$ cat src/hw/rtl/pidtc_pkg.sv
// ----------------------------------------------------------------------------
// pidtc_pkg: shared types and helpers for the time corrected pid controller
// Q16.16 payload types, register indexes, step counts and saturation helpers.
// ----------------------------------------------------------------------------
package pidtc_pkg;

  localparam int DataW    = 32;
  localparam int FactorW  = 16;
  localparam int ProdW    = 2 * DataW;
  localparam int QuotW    = ProdW - 16;
  localparam int MulSteps = DataW;
  localparam int DivSteps = QuotW;
  localparam int CntW     = $clog2(DivSteps);
  localparam int CfgIdxW  = 3;

  localparam logic [CfgIdxW-1:0] RegGainP         = 3'd0;
  localparam logic [CfgIdxW-1:0] RegGainI         = 3'd1;
  localparam logic [CfgIdxW-1:0] RegGainD         = 3'd2;
  localparam logic [CfgIdxW-1:0] RegMinSample     = 3'd3;
  localparam logic [CfgIdxW-1:0] RegIntegralLimit = 3'd4;
  localparam logic [CfgIdxW-1:0] RegTimeCorr      = 3'd5;
  localparam logic [CfgIdxW-1:0] RegInitTarget    = 3'd6;

  localparam logic [FactorW-1:0] MinSampleReset = 16'd10;
  localparam logic [FactorW-1:0] FactorCap      = 16'hFFFF;
  localparam logic [FactorW-1:0] FactorOne      = 16'd1;

  localparam logic signed [DataW-1:0] SatMax = 32'sh7FFF_FFFF;
  localparam logic signed [DataW-1:0] SatMin = 32'sh8000_0000;

  typedef struct packed {
    logic                    op;
    logic [DataW-1:0]        now_ms;
    logic signed [DataW-1:0] measurement;
    logic signed [DataW-1:0] new_target;
    logic                    clear_integral;
  } pidtc_item_t;

  typedef struct packed {
    logic signed [DataW-1:0] drive;
    logic                    evaluated;
  } pidtc_result_t;

  typedef struct packed {
    logic load;
    logic step;
  } pidtc_seq_t;

  function automatic logic [DataW-1:0] abs32(input logic [DataW-1:0] v);
    return v[DataW-1] ? (~v + 1'b1) : v;
  endfunction

  // clamp a 34 bit sum to the signed 32 bit range
  function automatic logic signed [DataW-1:0] sat_sum(input logic signed [DataW+1:0] v);
    logic fits;
    fits = (v[DataW+1:DataW-1] == 3'b000) || (v[DataW+1:DataW-1] == 3'b111);
    if (fits) begin
      return v[DataW-1:0];
    end
    return v[DataW+1] ? SatMin : SatMax;
  endfunction

  // apply a sign to a magnitude and clamp to the signed 32 bit range
  function automatic logic signed [DataW-1:0] sat_mag(input logic neg,
                                                      input logic [QuotW-1:0] mag);
    logic over;
    logic [DataW-1:0] low;
    low = mag[DataW-1:0];
    if (neg) begin
      over = (|mag[QuotW-1:DataW]) || (mag[DataW-1] && (|mag[DataW-2:0]));
    end else begin
      over = |mag[QuotW-1:DataW-1];
    end
    if (over) begin
      return neg ? SatMin : SatMax;
    end
    return neg ? (~low + 1'b1) : low;
  endfunction

endpackage

$ cat src/hw/rtl/pidtc_mul.sv
// ----------------------------------------------------------------------------
// pidtc_mul: shift-add multiplier
// Unsigned 32 x 32 product, one multiplier bit per step, lsb first.
// ----------------------------------------------------------------------------
module pidtc_mul (
  input  logic                           clk,
  input  pidtc_pkg::pidtc_seq_t          ctl,
  input  logic [pidtc_pkg::DataW-1:0]    a,
  input  logic [pidtc_pkg::DataW-1:0]    b,
  output logic [pidtc_pkg::ProdW-1:0]    prod
);

  logic [pidtc_pkg::DataW-1:0] mcand;
  logic [pidtc_pkg::DataW:0]   partial;

  assign partial = {1'b0, prod[pidtc_pkg::ProdW-1:pidtc_pkg::DataW]} +
                   (prod[0] ? {1'b0, mcand} : '0);

  always_ff @(posedge clk) begin
    if (ctl.load) begin
      mcand <= a;
      prod  <= {{pidtc_pkg::DataW{1'b0}}, b};
    end else if (ctl.step) begin
      prod  <= {partial, prod[pidtc_pkg::DataW-1:1]};
    end
  end

endmodule

$ cat src/hw/rtl/pidtc_div.sv
// ----------------------------------------------------------------------------
// pidtc_div: restoring divider
// 48 bit dividend by 16 bit divisor, one quotient bit per step, msb first.
// ----------------------------------------------------------------------------
module pidtc_div (
  input  logic                            clk,
  input  pidtc_pkg::pidtc_seq_t           ctl,
  input  logic [pidtc_pkg::QuotW-1:0]     dividend,
  input  logic [pidtc_pkg::FactorW-1:0]   divisor,
  output logic [pidtc_pkg::QuotW-1:0]     quotient
);

  logic [pidtc_pkg::FactorW-1:0] dsor;
  logic [pidtc_pkg::FactorW-1:0] rem;
  logic [pidtc_pkg::FactorW:0]   trial;
  logic [pidtc_pkg::FactorW:0]   diff;
  logic                          ge;

  assign trial = {rem, quotient[pidtc_pkg::QuotW-1]};
  assign diff  = trial - {1'b0, dsor};
  assign ge    = ~diff[pidtc_pkg::FactorW];

  always_ff @(posedge clk) begin
    if (ctl.load) begin
      dsor     <= divisor;
      rem      <= '0;
      quotient <= dividend;
    end else if (ctl.step) begin
      rem      <= ge ? diff[pidtc_pkg::FactorW-1:0] : trial[pidtc_pkg::FactorW-1:0];
      quotient <= {quotient[pidtc_pkg::QuotW-2:0], ge};
    end
  end

endmodule

$ cat src/hw/rtl/pid_controller_time_corrected.sv
// ----------------------------------------------------------------------------
// pid_controller_time_corrected: Q16.16 pid regulator with anti-windup
// One item is worked at a time. A change-target beat or a sample that comes
// too early goes from the check state straight to the finish state, and the
// input opens again when its result is registered. An evaluating sample runs
// the check and diff states, then 32 steps of the shift-add multipliers
// (p, i and d products run side by side), then 48 steps of the restoring
// divider that scales the derivative by elapsed time (the integral step
// multiply runs alongside it), then the term, accumulate and sum states of
// saturating adds. A finished result waits in the output register while the
// next item is accepted. The setpoint returns to zero on reset; writes to the
// initial target register have no effect.
// ----------------------------------------------------------------------------
module pid_controller_time_corrected (
  input  logic                               clk,
  input  logic                               rst,
  input  logic                               item_valid,
  output logic                               item_stall,
  input  pidtc_pkg::pidtc_item_t             item,
  output logic                               result_valid,
  input  logic                               result_stall,
  output pidtc_pkg::pidtc_result_t           result,
  input  logic                               cfg_valid,
  output logic                               cfg_ready,
  input  logic [pidtc_pkg::CfgIdxW-1:0]      cfg_index,
  input  logic [pidtc_pkg::DataW-1:0]        cfg_data
);

  localparam logic [3:0] S_IDLE   = 4'd0;
  localparam logic [3:0] S_CHECK  = 4'd1;
  localparam logic [3:0] S_DIFF   = 4'd2;
  localparam logic [3:0] S_MUL    = 4'd3;
  localparam logic [3:0] S_PREP   = 4'd4;
  localparam logic [3:0] S_DIV    = 4'd5;
  localparam logic [3:0] S_TERM   = 4'd6;
  localparam logic [3:0] S_ACC    = 4'd7;
  localparam logic [3:0] S_SUM    = 4'd8;
  localparam logic [3:0] S_FINISH = 4'd9;

  logic [3:0] state;
  logic [pidtc_pkg::CntW-1:0] cnt;

  // configuration
  logic signed [pidtc_pkg::DataW-1:0] gain_p;
  logic signed [pidtc_pkg::DataW-1:0] gain_i;
  logic signed [pidtc_pkg::DataW-1:0] gain_d;
  logic [pidtc_pkg::FactorW-1:0]      min_sample_ms;
  logic [pidtc_pkg::DataW-2:0]        integral_limit;
  logic                               time_correction_on;

  // controller state
  logic signed [pidtc_pkg::DataW-1:0] setpoint;
  logic signed [pidtc_pkg::DataW-1:0] integral_acc;
  logic signed [pidtc_pkg::DataW-1:0] previous_error;
  logic signed [pidtc_pkg::DataW-1:0] last_drive;
  logic [pidtc_pkg::DataW-1:0]        last_update_ms;
  logic                               has_run;

  // working registers
  pidtc_pkg::pidtc_item_t             held;
  logic signed [pidtc_pkg::DataW-1:0] error;
  logic signed [pidtc_pkg::DataW-1:0] diff;
  logic [pidtc_pkg::FactorW-1:0]      factor;
  logic signed [pidtc_pkg::DataW-1:0] p_term;
  logic signed [pidtc_pkg::DataW-1:0] qi;
  logic signed [pidtc_pkg::DataW-1:0] i_step;
  logic signed [pidtc_pkg::DataW-1:0] d_term;
  logic                               evaluated;

  logic [pidtc_pkg::DataW-1:0]        elapsed;
  logic                               too_early;
  logic [pidtc_pkg::FactorW-1:0]      factor_next;
  logic signed [pidtc_pkg::DataW-1:0] error_next;
  logic signed [pidtc_pkg::DataW-1:0] diff_next;
  logic signed [pidtc_pkg::DataW-1:0] prev_shift;
  logic signed [pidtc_pkg::DataW-1:0] qi_next;
  logic signed [pidtc_pkg::DataW-1:0] integral_next;
  logic signed [pidtc_pkg::DataW-1:0] drive_next;
  logic [pidtc_pkg::DataW-1:0]        drive_mag;
  logic                               sign_differs;
  logic                               integrate_ok;
  logic                               prod_zero;
  logic                               drive_zero;

  pidtc_pkg::pidtc_seq_t              ctl_pd;
  pidtc_pkg::pidtc_seq_t              ctl_i;
  pidtc_pkg::pidtc_seq_t              ctl_div;
  logic [pidtc_pkg::DataW-1:0]        mul_i_a;
  logic [pidtc_pkg::DataW-1:0]        mul_i_b;
  logic [pidtc_pkg::ProdW-1:0]        prod_p;
  logic [pidtc_pkg::ProdW-1:0]        prod_i;
  logic [pidtc_pkg::ProdW-1:0]        prod_d;
  logic [pidtc_pkg::QuotW-1:0]        quot;

  logic result_take;

  assign item_stall  = rst || (state != S_IDLE);
  assign cfg_ready   = !rst;
  assign result_take = result_valid && !result_stall;

  // configuration writes
  always_ff @(posedge clk) begin
    if (rst) begin
      gain_p             <= '0;
      gain_i             <= '0;
      gain_d             <= '0;
      min_sample_ms      <= pidtc_pkg::MinSampleReset;
      integral_limit     <= '0;
      time_correction_on <= 1'b1;
    end else if (cfg_valid && cfg_ready) begin
      unique case (cfg_index)
        pidtc_pkg::RegGainP:         gain_p <= cfg_data;
        pidtc_pkg::RegGainI:         gain_i <= cfg_data;
        pidtc_pkg::RegGainD:         gain_d <= cfg_data;
        pidtc_pkg::RegMinSample:     min_sample_ms <= cfg_data[pidtc_pkg::FactorW-1:0];
        pidtc_pkg::RegIntegralLimit: integral_limit <= cfg_data[pidtc_pkg::DataW-2:0];
        pidtc_pkg::RegTimeCorr:      time_correction_on <= cfg_data[0];
        default: ;
      endcase
    end
  end

  // datapath arithmetic
  always_comb begin
    elapsed    = held.now_ms - last_update_ms;
    too_early  = elapsed <= {{(pidtc_pkg::DataW-pidtc_pkg::FactorW){1'b0}}, min_sample_ms};
    if (!time_correction_on) begin
      factor_next = pidtc_pkg::FactorOne;
    end else if (|elapsed[pidtc_pkg::DataW-1:pidtc_pkg::FactorW]) begin
      factor_next = pidtc_pkg::FactorCap;
    end else begin
      factor_next = elapsed[pidtc_pkg::FactorW-1:0];
    end
    error_next = pidtc_pkg::sat_sum({{2{setpoint[31]}}, setpoint} -
                                    {{2{held.measurement[31]}}, held.measurement});
    diff_next  = pidtc_pkg::sat_sum({{2{error[31]}}, error} -
                                    {{2{previous_error[31]}}, previous_error});
    prev_shift = pidtc_pkg::sat_sum({{2{previous_error[31]}}, previous_error} +
                                    {{2{held.new_target[31]}}, held.new_target} -
                                    {{2{setpoint[31]}}, setpoint});
    qi_next    = pidtc_pkg::sat_mag(gain_i[31] ^ error[31], prod_i[pidtc_pkg::ProdW-1:16]);
    integral_next = pidtc_pkg::sat_sum({{2{integral_acc[31]}}, integral_acc} +
                                       {{2{i_step[31]}}, i_step});
    drive_next = pidtc_pkg::sat_sum({{2{p_term[31]}}, p_term} +
                                    {{2{integral_acc[31]}}, integral_acc} +
                                    {{2{d_term[31]}}, d_term});
    drive_mag  = pidtc_pkg::abs32(last_drive);
    prod_zero  = (gain_i == '0) || (error == '0);
    drive_zero = (last_drive == '0);
    sign_differs = (prod_zero != drive_zero) ||
                   (!prod_zero && ((gain_i[31] ^ error[31]) != last_drive[31]));
    integrate_ok = (integral_limit == '0) || (drive_mag < {1'b0, integral_limit}) ||
                   sign_differs;
  end

  // sequencing of the serial units
  always_comb begin
    ctl_pd.load  = (state == S_DIFF);
    ctl_pd.step  = (state == S_MUL);
    ctl_i.load   = (state == S_DIFF) || (state == S_PREP);
    ctl_i.step   = (state == S_MUL) ||
                   ((state == S_DIV) && (cnt < pidtc_pkg::CntW'(pidtc_pkg::MulSteps)));
    ctl_div.load = (state == S_PREP);
    ctl_div.step = (state == S_DIV);
    if (state == S_PREP) begin
      mul_i_a = pidtc_pkg::abs32(qi_next);
      mul_i_b = {{(pidtc_pkg::DataW-pidtc_pkg::FactorW){1'b0}}, factor};
    end else begin
      mul_i_a = pidtc_pkg::abs32(gain_i);
      mul_i_b = pidtc_pkg::abs32(error);
    end
  end

  pidtc_mul u_mul_p (
    .clk  (clk),
    .ctl  (ctl_pd),
    .a    (pidtc_pkg::abs32(gain_p)),
    .b    (pidtc_pkg::abs32(error)),
    .prod (prod_p)
  );

  pidtc_mul u_mul_i (
    .clk  (clk),
    .ctl  (ctl_i),
    .a    (mul_i_a),
    .b    (mul_i_b),
    .prod (prod_i)
  );

  pidtc_mul u_mul_d (
    .clk  (clk),
    .ctl  (ctl_pd),
    .a    (pidtc_pkg::abs32(gain_d)),
    .b    (pidtc_pkg::abs32(diff_next)),
    .prod (prod_d)
  );

  pidtc_div u_div (
    .clk      (clk),
    .ctl      (ctl_div),
    .dividend (prod_d[pidtc_pkg::ProdW-1:16]),
    .divisor  (factor),
    .quotient (quot)
  );

  // control and state update
  always_ff @(posedge clk) begin
    if (rst) begin
      state          <= S_IDLE;
      cnt            <= '0;
      result_valid   <= 1'b0;
      setpoint       <= '0;
      integral_acc   <= '0;
      previous_error <= '0;
      last_drive     <= '0;
      last_update_ms <= '0;
      has_run        <= 1'b0;
    end else begin
      if (result_take && (state != S_FINISH)) begin
        result_valid <= 1'b0;
      end
      unique case (state)
        S_IDLE: begin
          if (item_valid) begin
            held  <= item;
            state <= S_CHECK;
          end
        end
        S_CHECK: begin
          priority if (held.op) begin
            previous_error <= prev_shift;
            setpoint       <= held.new_target;
            last_update_ms <= held.now_ms;
            if (held.clear_integral) begin
              integral_acc <= '0;
            end
            evaluated <= 1'b0;
            state     <= S_FINISH;
          end else if (too_early) begin
            evaluated <= 1'b0;
            state     <= S_FINISH;
          end else begin
            last_update_ms <= held.now_ms;
            factor         <= factor_next;
            error          <= error_next;
            state          <= S_DIFF;
          end
        end
        S_DIFF: begin
          diff  <= diff_next;
          cnt   <= '0;
          state <= S_MUL;
        end
        S_MUL: begin
          cnt <= cnt + 1'b1;
          if (cnt == pidtc_pkg::CntW'(pidtc_pkg::MulSteps - 1)) begin
            state <= S_PREP;
          end
        end
        S_PREP: begin
          p_term <= pidtc_pkg::sat_mag(gain_p[31] ^ error[31],
                                       prod_p[pidtc_pkg::ProdW-1:16]);
          qi     <= qi_next;
          cnt    <= '0;
          state  <= S_DIV;
        end
        S_DIV: begin
          cnt <= cnt + 1'b1;
          if (cnt == pidtc_pkg::CntW'(pidtc_pkg::DivSteps - 1)) begin
            state <= S_TERM;
          end
        end
        S_TERM: begin
          i_step <= pidtc_pkg::sat_mag(qi[31], prod_i[pidtc_pkg::QuotW-1:0]);
          d_term <= has_run ? pidtc_pkg::sat_mag(gain_d[31] ^ diff[31], quot) : '0;
          state  <= S_ACC;
        end
        S_ACC: begin
          if (has_run && integrate_ok) begin
            integral_acc <= integral_next;
          end
          state <= S_SUM;
        end
        S_SUM: begin
          last_drive     <= drive_next;
          previous_error <= error;
          has_run        <= 1'b1;
          evaluated      <= 1'b1;
          state          <= S_FINISH;
        end
        S_FINISH: begin
          if (!result_valid || result_take) begin
            result.drive     <= last_drive;
            result.evaluated <= evaluated;
            result_valid     <= 1'b1;
            state            <= S_IDLE;
          end
        end
        default: state <= S_IDLE;
      endcase
    end
  end

  a_result_from_finish: assert property (@(posedge clk) disable iff (rst)
    $rose(result_valid) |-> $past(state) == S_FINISH)
    else $error("result beat raised outside finish");

  a_eval_needs_run: assert property (@(posedge clk) disable iff (rst)
    result_valid && result.evaluated |-> has_run)
    else $error("evaluated result before first run");

  a_factor_nonzero: assert property (@(posedge clk) disable iff (rst)
    state == S_DIV |-> factor != '0)
    else $error("divide by zero factor");

  a_cnt_bound: assert property (@(posedge clk) disable iff (rst)
    cnt <= pidtc_pkg::CntW'(pidtc_pkg::DivSteps))
    else $error("step counter out of range");

  a_no_overwrite: assert property (@(posedge clk) disable iff (rst)
    result_valid && result_stall |=> $stable(result))
    else $error("pending result overwritten");

endmodule

$ cat config.mk
export PLATFORM = sky130hd
export DESIGN_NAME = pid_controller_time_corrected
export DESIGN_NICKNAME = d
export VERILOG_FILES = /design/src/hw/rtl/pidtc_pkg.sv /design/src/hw/rtl/pidtc_mul.sv /design/src/hw/rtl/pidtc_div.sv /design/src/hw/rtl/pid_controller_time_corrected.sv
export SDC_FILE = /design/constraint.sdc
export NUM_CORES = 2
export LEC_CHECK = 0
export BUFFER_PORTS_ARGS = -buffer_cell sky130_fd_sc_hd__buf_2
export CORE_MARGIN = 1.5
export CORE_UTILIZATION = 49
export DETAILED_ROUTE_END_ITERATION = 8
export MAX_ROUTING_LAYER = met4
export PLACE_DENSITY = 0.65
export SLEW_MARGIN = 10
export SYNTH_ARGS = -nofsm -noshare
export SYNTH_HDL_FRONTEND = slang
export SYNTH_HIERARCHICAL = 1
export SYNTH_SLANG_ARGS = --single-unit
$ cat constraint.sdc
create_clock -name clk -period 7.1 [get_ports clk]
set_input_delay 1.065 -clock clk [delete_from_list [all_inputs] [get_ports clk]]
set_output_delay 1.065 -clock clk [all_outputs]
set_load 0.005 [all_outputs]
# Word level (Yosys, flattened, before mapping)
# Cells that the tools add are included.
# Widths: inputs -> output; s select.
[totals]
regBits = 1024
latchBits = 0
mem_bits_rw = 0
mem_bits_ro = 0
input_bits = 138
output_inout_bits = 36
wordCells = 307
mem_count = 0
[classes]
n_addsub = 24
n_mul = 0
n_div = 0
n_lt_le_gt_ge = 3
eq_ne = 33
shift = 0
mux = 100
bitwise = 19
reduce_logical = 83
[op_table]
columns = ["operator", "count"]
rows = [
  ["$mux 32", 53],
  ["$add 32x1->32 const B", 11],
  ["$not 32->32", 11],
  ["$add 32x32->33", 6],
  ["$pmux 32 s2", 2],
  ["$reduce_or 31->1", 4],
  ["$logic_not 32->1", 3],
  ["$mux 48", 2],
  ["$reduce_or 17->1", 5],
  ["$reduce_or 16->1", 5],
  ["$sub 32x32->33", 2],
  ["$mux 31", 2],
  ["$pmux 4 s10", 1],
  ["$add 33x32->34", 1],
  ["$sub 33x32->34", 1],
  ["$le 32x16->1", 1],
  ["$lt 32x31->1", 1],
  ["$mux 16", 2],
  ["$sub 32x32->32", 1],
  ["$logic_not 31->1", 1],
  ["$mux 1", 30],
  ["$mux 4", 6],
  ["$reduce_and 2->1", 12],
  ["$eq 3x3->1 const B", 7],
  ["30 further kinds", 92],
]

# Logic depth before layout (Yosys ltp)
[logic_depth]
ltp_word = 10
mapped_depth = 25
depth_no_buf = 23

# Hierarchy
# Netlist, hierarchy kept.
[by_module_without_submodules]
columns = ["module", "instances", "cells_each", "area_per_inst_um2", "seq_area_each_um2"]
rows = [
  ["pid_controller_time_corrected", 1, 5268, 43594.3, 14674.1],
  ["pidtc_mul (u_mul_d ...)", 2, 536, 5584.1, 2562.5],
  ["pidtc_mul (u_mul_p)", 1, 501, 5365.1, 2562.5],
  ["pidtc_div", 1, 334, 4154.0, 2242.2],
]

# Least setup slack after synthesis
# No wires, ideal clock.
[synth_timing]
kind = "register to register"
start = "reg error[9] (netlist name)"
end = "reg u_mul_d/prod[28] (netlist name), data pin"
setup_ps = 260
arrival_ps = 5557
t_required_ps = 6840
path_slack_ps = 1284
stages_incl_launch_ff = 25
path_buffers = 3
synth_period_minus_slack_ps = 5816
path_cell_list = "edfxtp_1 > ha_1 > clkbuf_1 > nand4_1 > or4_1 > a211oi_1 > o311ai_0 > a31o_2 > a31oi_1 > o21ai_0 > nand2b_1 > a21oi_1 > xnor2_1 > ha_1 > clkbuf_1 > clkbuf_1 > nor2_1 > mux2i_1 > o2111ai_1 > nor4_2 > nand3_1 > a2111oi_0 > a21oi_1 > xor2_1 > mux2_2"
[synth_between]
elab_chain_cells = 9
elab_cells_between_ends = 12
cone_classes = "add/sub (2); eq/ne (1); mux (6); bitwise (1); reduce/logical (2)"
[synth_lines]
columns = ["element", "line_no", "text"]
rows = [
  ["from (decl)", "pid_controller_time_corrected.sv:61", "logic signed [pidtc_pkg::DataW-1:0] error;"],
  ["from (signal assigned)", "pid_controller_time_corrected.sv:245", "error <= error_next;"],
  ["$sub 32x32->33 (*)", "pid_controller_time_corrected.sv:136", "diff_next = pidtc_pkg::sat_sum({{2{error[31]}}, error} -"],
  ["$eq 3x3->1 / $logic_not 3->1 (equally long branches)", "pidtc_pkg.sv:56", "fits = (v[DataW+1:DataW-1] == 3'b000) || (v[DataW+1:DataW-1] == 3'b111);"],
  ["$logic_or 1x1->1", "pidtc_pkg.sv:56", ""],
  ["$mux 1", "pidtc_pkg.sv:57", "if (fits) begin"],
  ["$mux 32 (*)", "pidtc_pkg.sv:60", "return v[DataW+1] ? SatMin : SatMax;"],
  ["$not 32->32", "pidtc_pkg.sv:50", "return v[DataW-1] ? (~v + 1'b1) : v;"],
  ["$add 32x1->32", "pidtc_pkg.sv:50", ""],
  ["$mux 32 (*)", "pidtc_pkg.sv:50", ""],
  ["$mux 32 (*)", "pidtc_mul.sv:20", "if (ctl.load) begin"],
  ["to (signal assigned)", "pidtc_mul.sv:22", "prod <= {{pidtc_pkg::DataW{1'b0}}, b};"],
  ["to (signal assigned)", "pidtc_mul.sv:24", "prod <= {partial, prod[pidtc_pkg::DataW-1:1]};"],
  ["to (decl)", "pidtc_mul.sv:10", "output logic [pidtc_pkg::ProdW-1:0] prod"],
]
# Mark *: on every way between the ends. The rest lies on a longest branch, timed or not. The select of a mux whose other input is x is not followed.
# A chain may end at the register's enable or synchronous reset.

# Worst setup path after layout
[layout_timing]
start = "reg error[10] (netlist name)"
end = "reg u_mul_d/prod[29] (netlist name), data pin"
# Same word-level chain as after synthesis.

==> results_dict.tcl <==
set metrics [dict create \
    status "finished clean" \
    min_period_ns 6.59 \
    insertion_delay_ns 0.74 \
    p_total_mw 26.2 \
    hold_path_end "result[0]" \
    ff2ff_path_depth 21 \
    clock_path_buffers 3 \
    num_io_pins 174 \
    cts_sinks 962 \
    setup_viol_count_final 0 \
    holdBufCountCts 0 \
    die_w_um 365 \
    hold_start "evaluated" \
    vias 54300 \
    drtIter0Drc 4640 \
    place.port_buffers 173 \
    finalHoldViolations 0 \
    r2r_start "error[10]" \
    finalCritPeriodShare_pct 92.8 \
    max_freq_mhz 152 \
    wl_per_cell_um 21.6 \
    grt_pass1_vias 51300 \
    layout.nets 7762 \
    synth_ff_type "edfxtp_1" \
    overflow 0 \
    grt_max_degree 89 \
    grt_pass1_wl_mm 300 \
    synth_area_um2 64300 \
    drive_above_1_share_pct 10.0 \
    cts.clk_slew.worst_paths_ns 0.06 \
    die_h_um 365 \
    rsz0062_at_grt "no" \
    cp.required_ns 7.59 \
    start_kind "flop" \
    hold_depth 0 \
    cp.arrival_ns 7.08 \
    layout.cells.most_common "nand2_1" \
    totalNegativeSetupSlack_ns 0 \
    fin_util_pct 54.3 \
    root_buffer "clkbuf_16" \
    viasPerCell 6.01 \
    worst_pin_slew_ns 1.26 \
    ir_drop_uv 289 \
    max_slew_margin_pct 16.0 \
    synth_nets 7751 \
    p_per_area_nw_per_um2 372 \
    drt-total-wl_mm 195 \
    placedCellCount 8817 \
    drcViolationCount 0 \
    cts_max_level 3 \
    post-dp-hpwl_mm 150 \
    hp-class "flop to flop" \
    firstDrtPassIters 6 \
    async_reset_ff_share_pct 0 \
    final_area_um2 70400 \
    place_area_um2 66600 \
    yosysSeqAreaShare_pct 38.3 \
    ant_nets 0 \
    r2r-end "u_mul_d/prod[29]" \
    r2r_slack_ns 0.51 \
    post_cts_buffers 0 \
    synth_cell_types 120 \
    max_cap_viol_count 0 \
    path_class "flop to flop" \
    gp_congestion 0.965 \
    fin_cells 9030 \
    antenna_found_initial 8 \
    critPathMaxFanout 19 \
    final_max_slew_viol_count 0 \
    synth_edf_count 534 \
    netlist.area_leader.share_pct 24.9 \
    core_area_um2 130000 \
    leakagePower_nw 26.9 \
    critPathCaptureType "flop" \
    ys_warn_count 6 \
    synthTopCellsByArea "edfxtp_1 25%, dfxtp_1 13%, ha_1 7.1%" \
    cts_inserted_buffers 109 \
    ys_seq_elements 962 \
    synth_top_area_cell "edfxtp_1" \
    start_util_pct 49.5 \
    synth.avg_cell_area_um2 8.96 \
    clock_skew_ns 0.0283 \
    grt_usage_pct 29.6 \
    layout_common_cells "829 x nand2_1, 654 x a21oi_1, 548 x nor2_1" \
    synth_cells 7175 \
    die_area_um2 133000 \
    syn_to_final_growth_pct 9.56 \
    rows 132 \
    cts_tree "built" \
]
worst max-delay path, cell delays in order (launching register included):
cell,delay [ns]
edfxtp_1,0.50
ha_1,0.51
nand4_1,0.18
or4_1,0.50
a211oi_1,0.39
o311ai_0,0.30
a31o_2,0.36
a31oi_1,0.18
o21ai_0,0.14
nand2b_1,0.10
a21oi_1,0.08
xnor2_1,0.15
ha_1,0.32
buf_4,0.23
nor2_1,0.14
or4_1,0.52
a211oi_1,0.44
nand4_1,0.28
nor4_2,0.44
a21oi_1,0.14
xnor2_1,0.15
mux2_2,0.28
stage by stage:
stage	hold slack, ns	setup WS, ns
final	0.431	0.510
after global routing	0.444	0.0119
after CTS	0.423	0.369
after detailed placement	0.423	0.391
after global placement	0.402	0.478
after floorplan	0.400	1.28
per-layer routing:
| metal | global-route usage (%) | up-vias | routed length (um) |
|---|---|---|---|
| met2 | 46.7 | 1810 | 88400 |
| li1 | - | 26100 | - |
| met1 | 39.3 | 26100 | 87500 |
| met5 | - | - | 0 |
| met4 | 9.33 | 0 | 6630 |
| met3 | 4.33 | 339 | 12900 |
flip-flops by register name, indices dropped and copies added, names as in the netlist, 33 cells and up:
register,count
held,98
result,33
u_mul_d/prod,64
u_mul_i/prod,64
u_div/quotient,48
u_mul_p/prod,64
worst max-delay path by stage:
stage | startpoint | endpoint | slack [ns] | depth (start not counted)
after floorplan | error[9] | u_mul_d/prod[28] | 1.28 | 24
after global placement | error[9] | u_mul_d/prod[29] | 0.48 | 21
after detailed placement | error[10] | u_mul_d/prod[29] | 0.39 | 21
after CTS | error[9] | u_mul_d/prod[29] | 0.37 | 21
after global routing | error[9] | u_mul_d/prod[30] | 0.01 | 22
final | error[10] | u_mul_d/prod[29] | 0.51 | 21
cells in the mapped netlist, drive strengths merged (19+ instances only):
master	n
o2bb2ai	32
fa	73
nand4	72
buf	52
a21o	136
ha	365
o41ai	30
nor3	137
nand2	835
nand2b	77
clkbuf	294
and2	141
a211oi	65
or4	43
o21ai	397
a21boi	19
xor2	171
xnor2	293
a31oi	59
nor2b	44
or2	32
o21bai	28
o311ai	23
inv	383
o31ai	101
nor4	71
dfxtp	428
nor2	555
edfxtp	534
o22ai	28
a21oi	671
mux2i	79
o211ai	53
mux2	151
a221oi	25
nand3	123
or3	102
a22oi	31
o21a	107
and3	39
area by class of cell:
cell class / count / area, um2
antenna: 7 / 17.5
clock buffer: 154 / 3280
clock inverter: 52 / 498
fill: 11900 / 59400
inverter: 385 / 1450
multi-input combinational: 5482 / 37000
sequential: 962 / 24600
tap: 1742 / 2180
timing repair buffer: 246 / 1420
report_power, final:
| part | switching (mW) | internal [mW] |
|---|---|---|
| sequential | 0.826 | 6.93 |
| clock | 2.46 | 3.45 |
| combinational | 7.82 | 4.68 |
| total | 11.1 | 15.1 |
cell families after synthesis:
kind of cell	count (synthesis)	share of synthesized area, %
adder cells (fa/ha/maj)	445	9.49
AND/OR/NAND/NOR	2344	17.4
buffers and inverters	731	4.42
AO/OA/AOI/OAI	1999	20.2
multiplexers	230	3.88
flip-flops	962	38.3
XOR/XNOR	464	6.32
repair_timing:
item | CTS | global route
setup endpoints to repair | 0 | 2
resized for setup | 0 | 1
hold endpoints to repair | 0 | 0
Power figures use the tool's default switching activity.
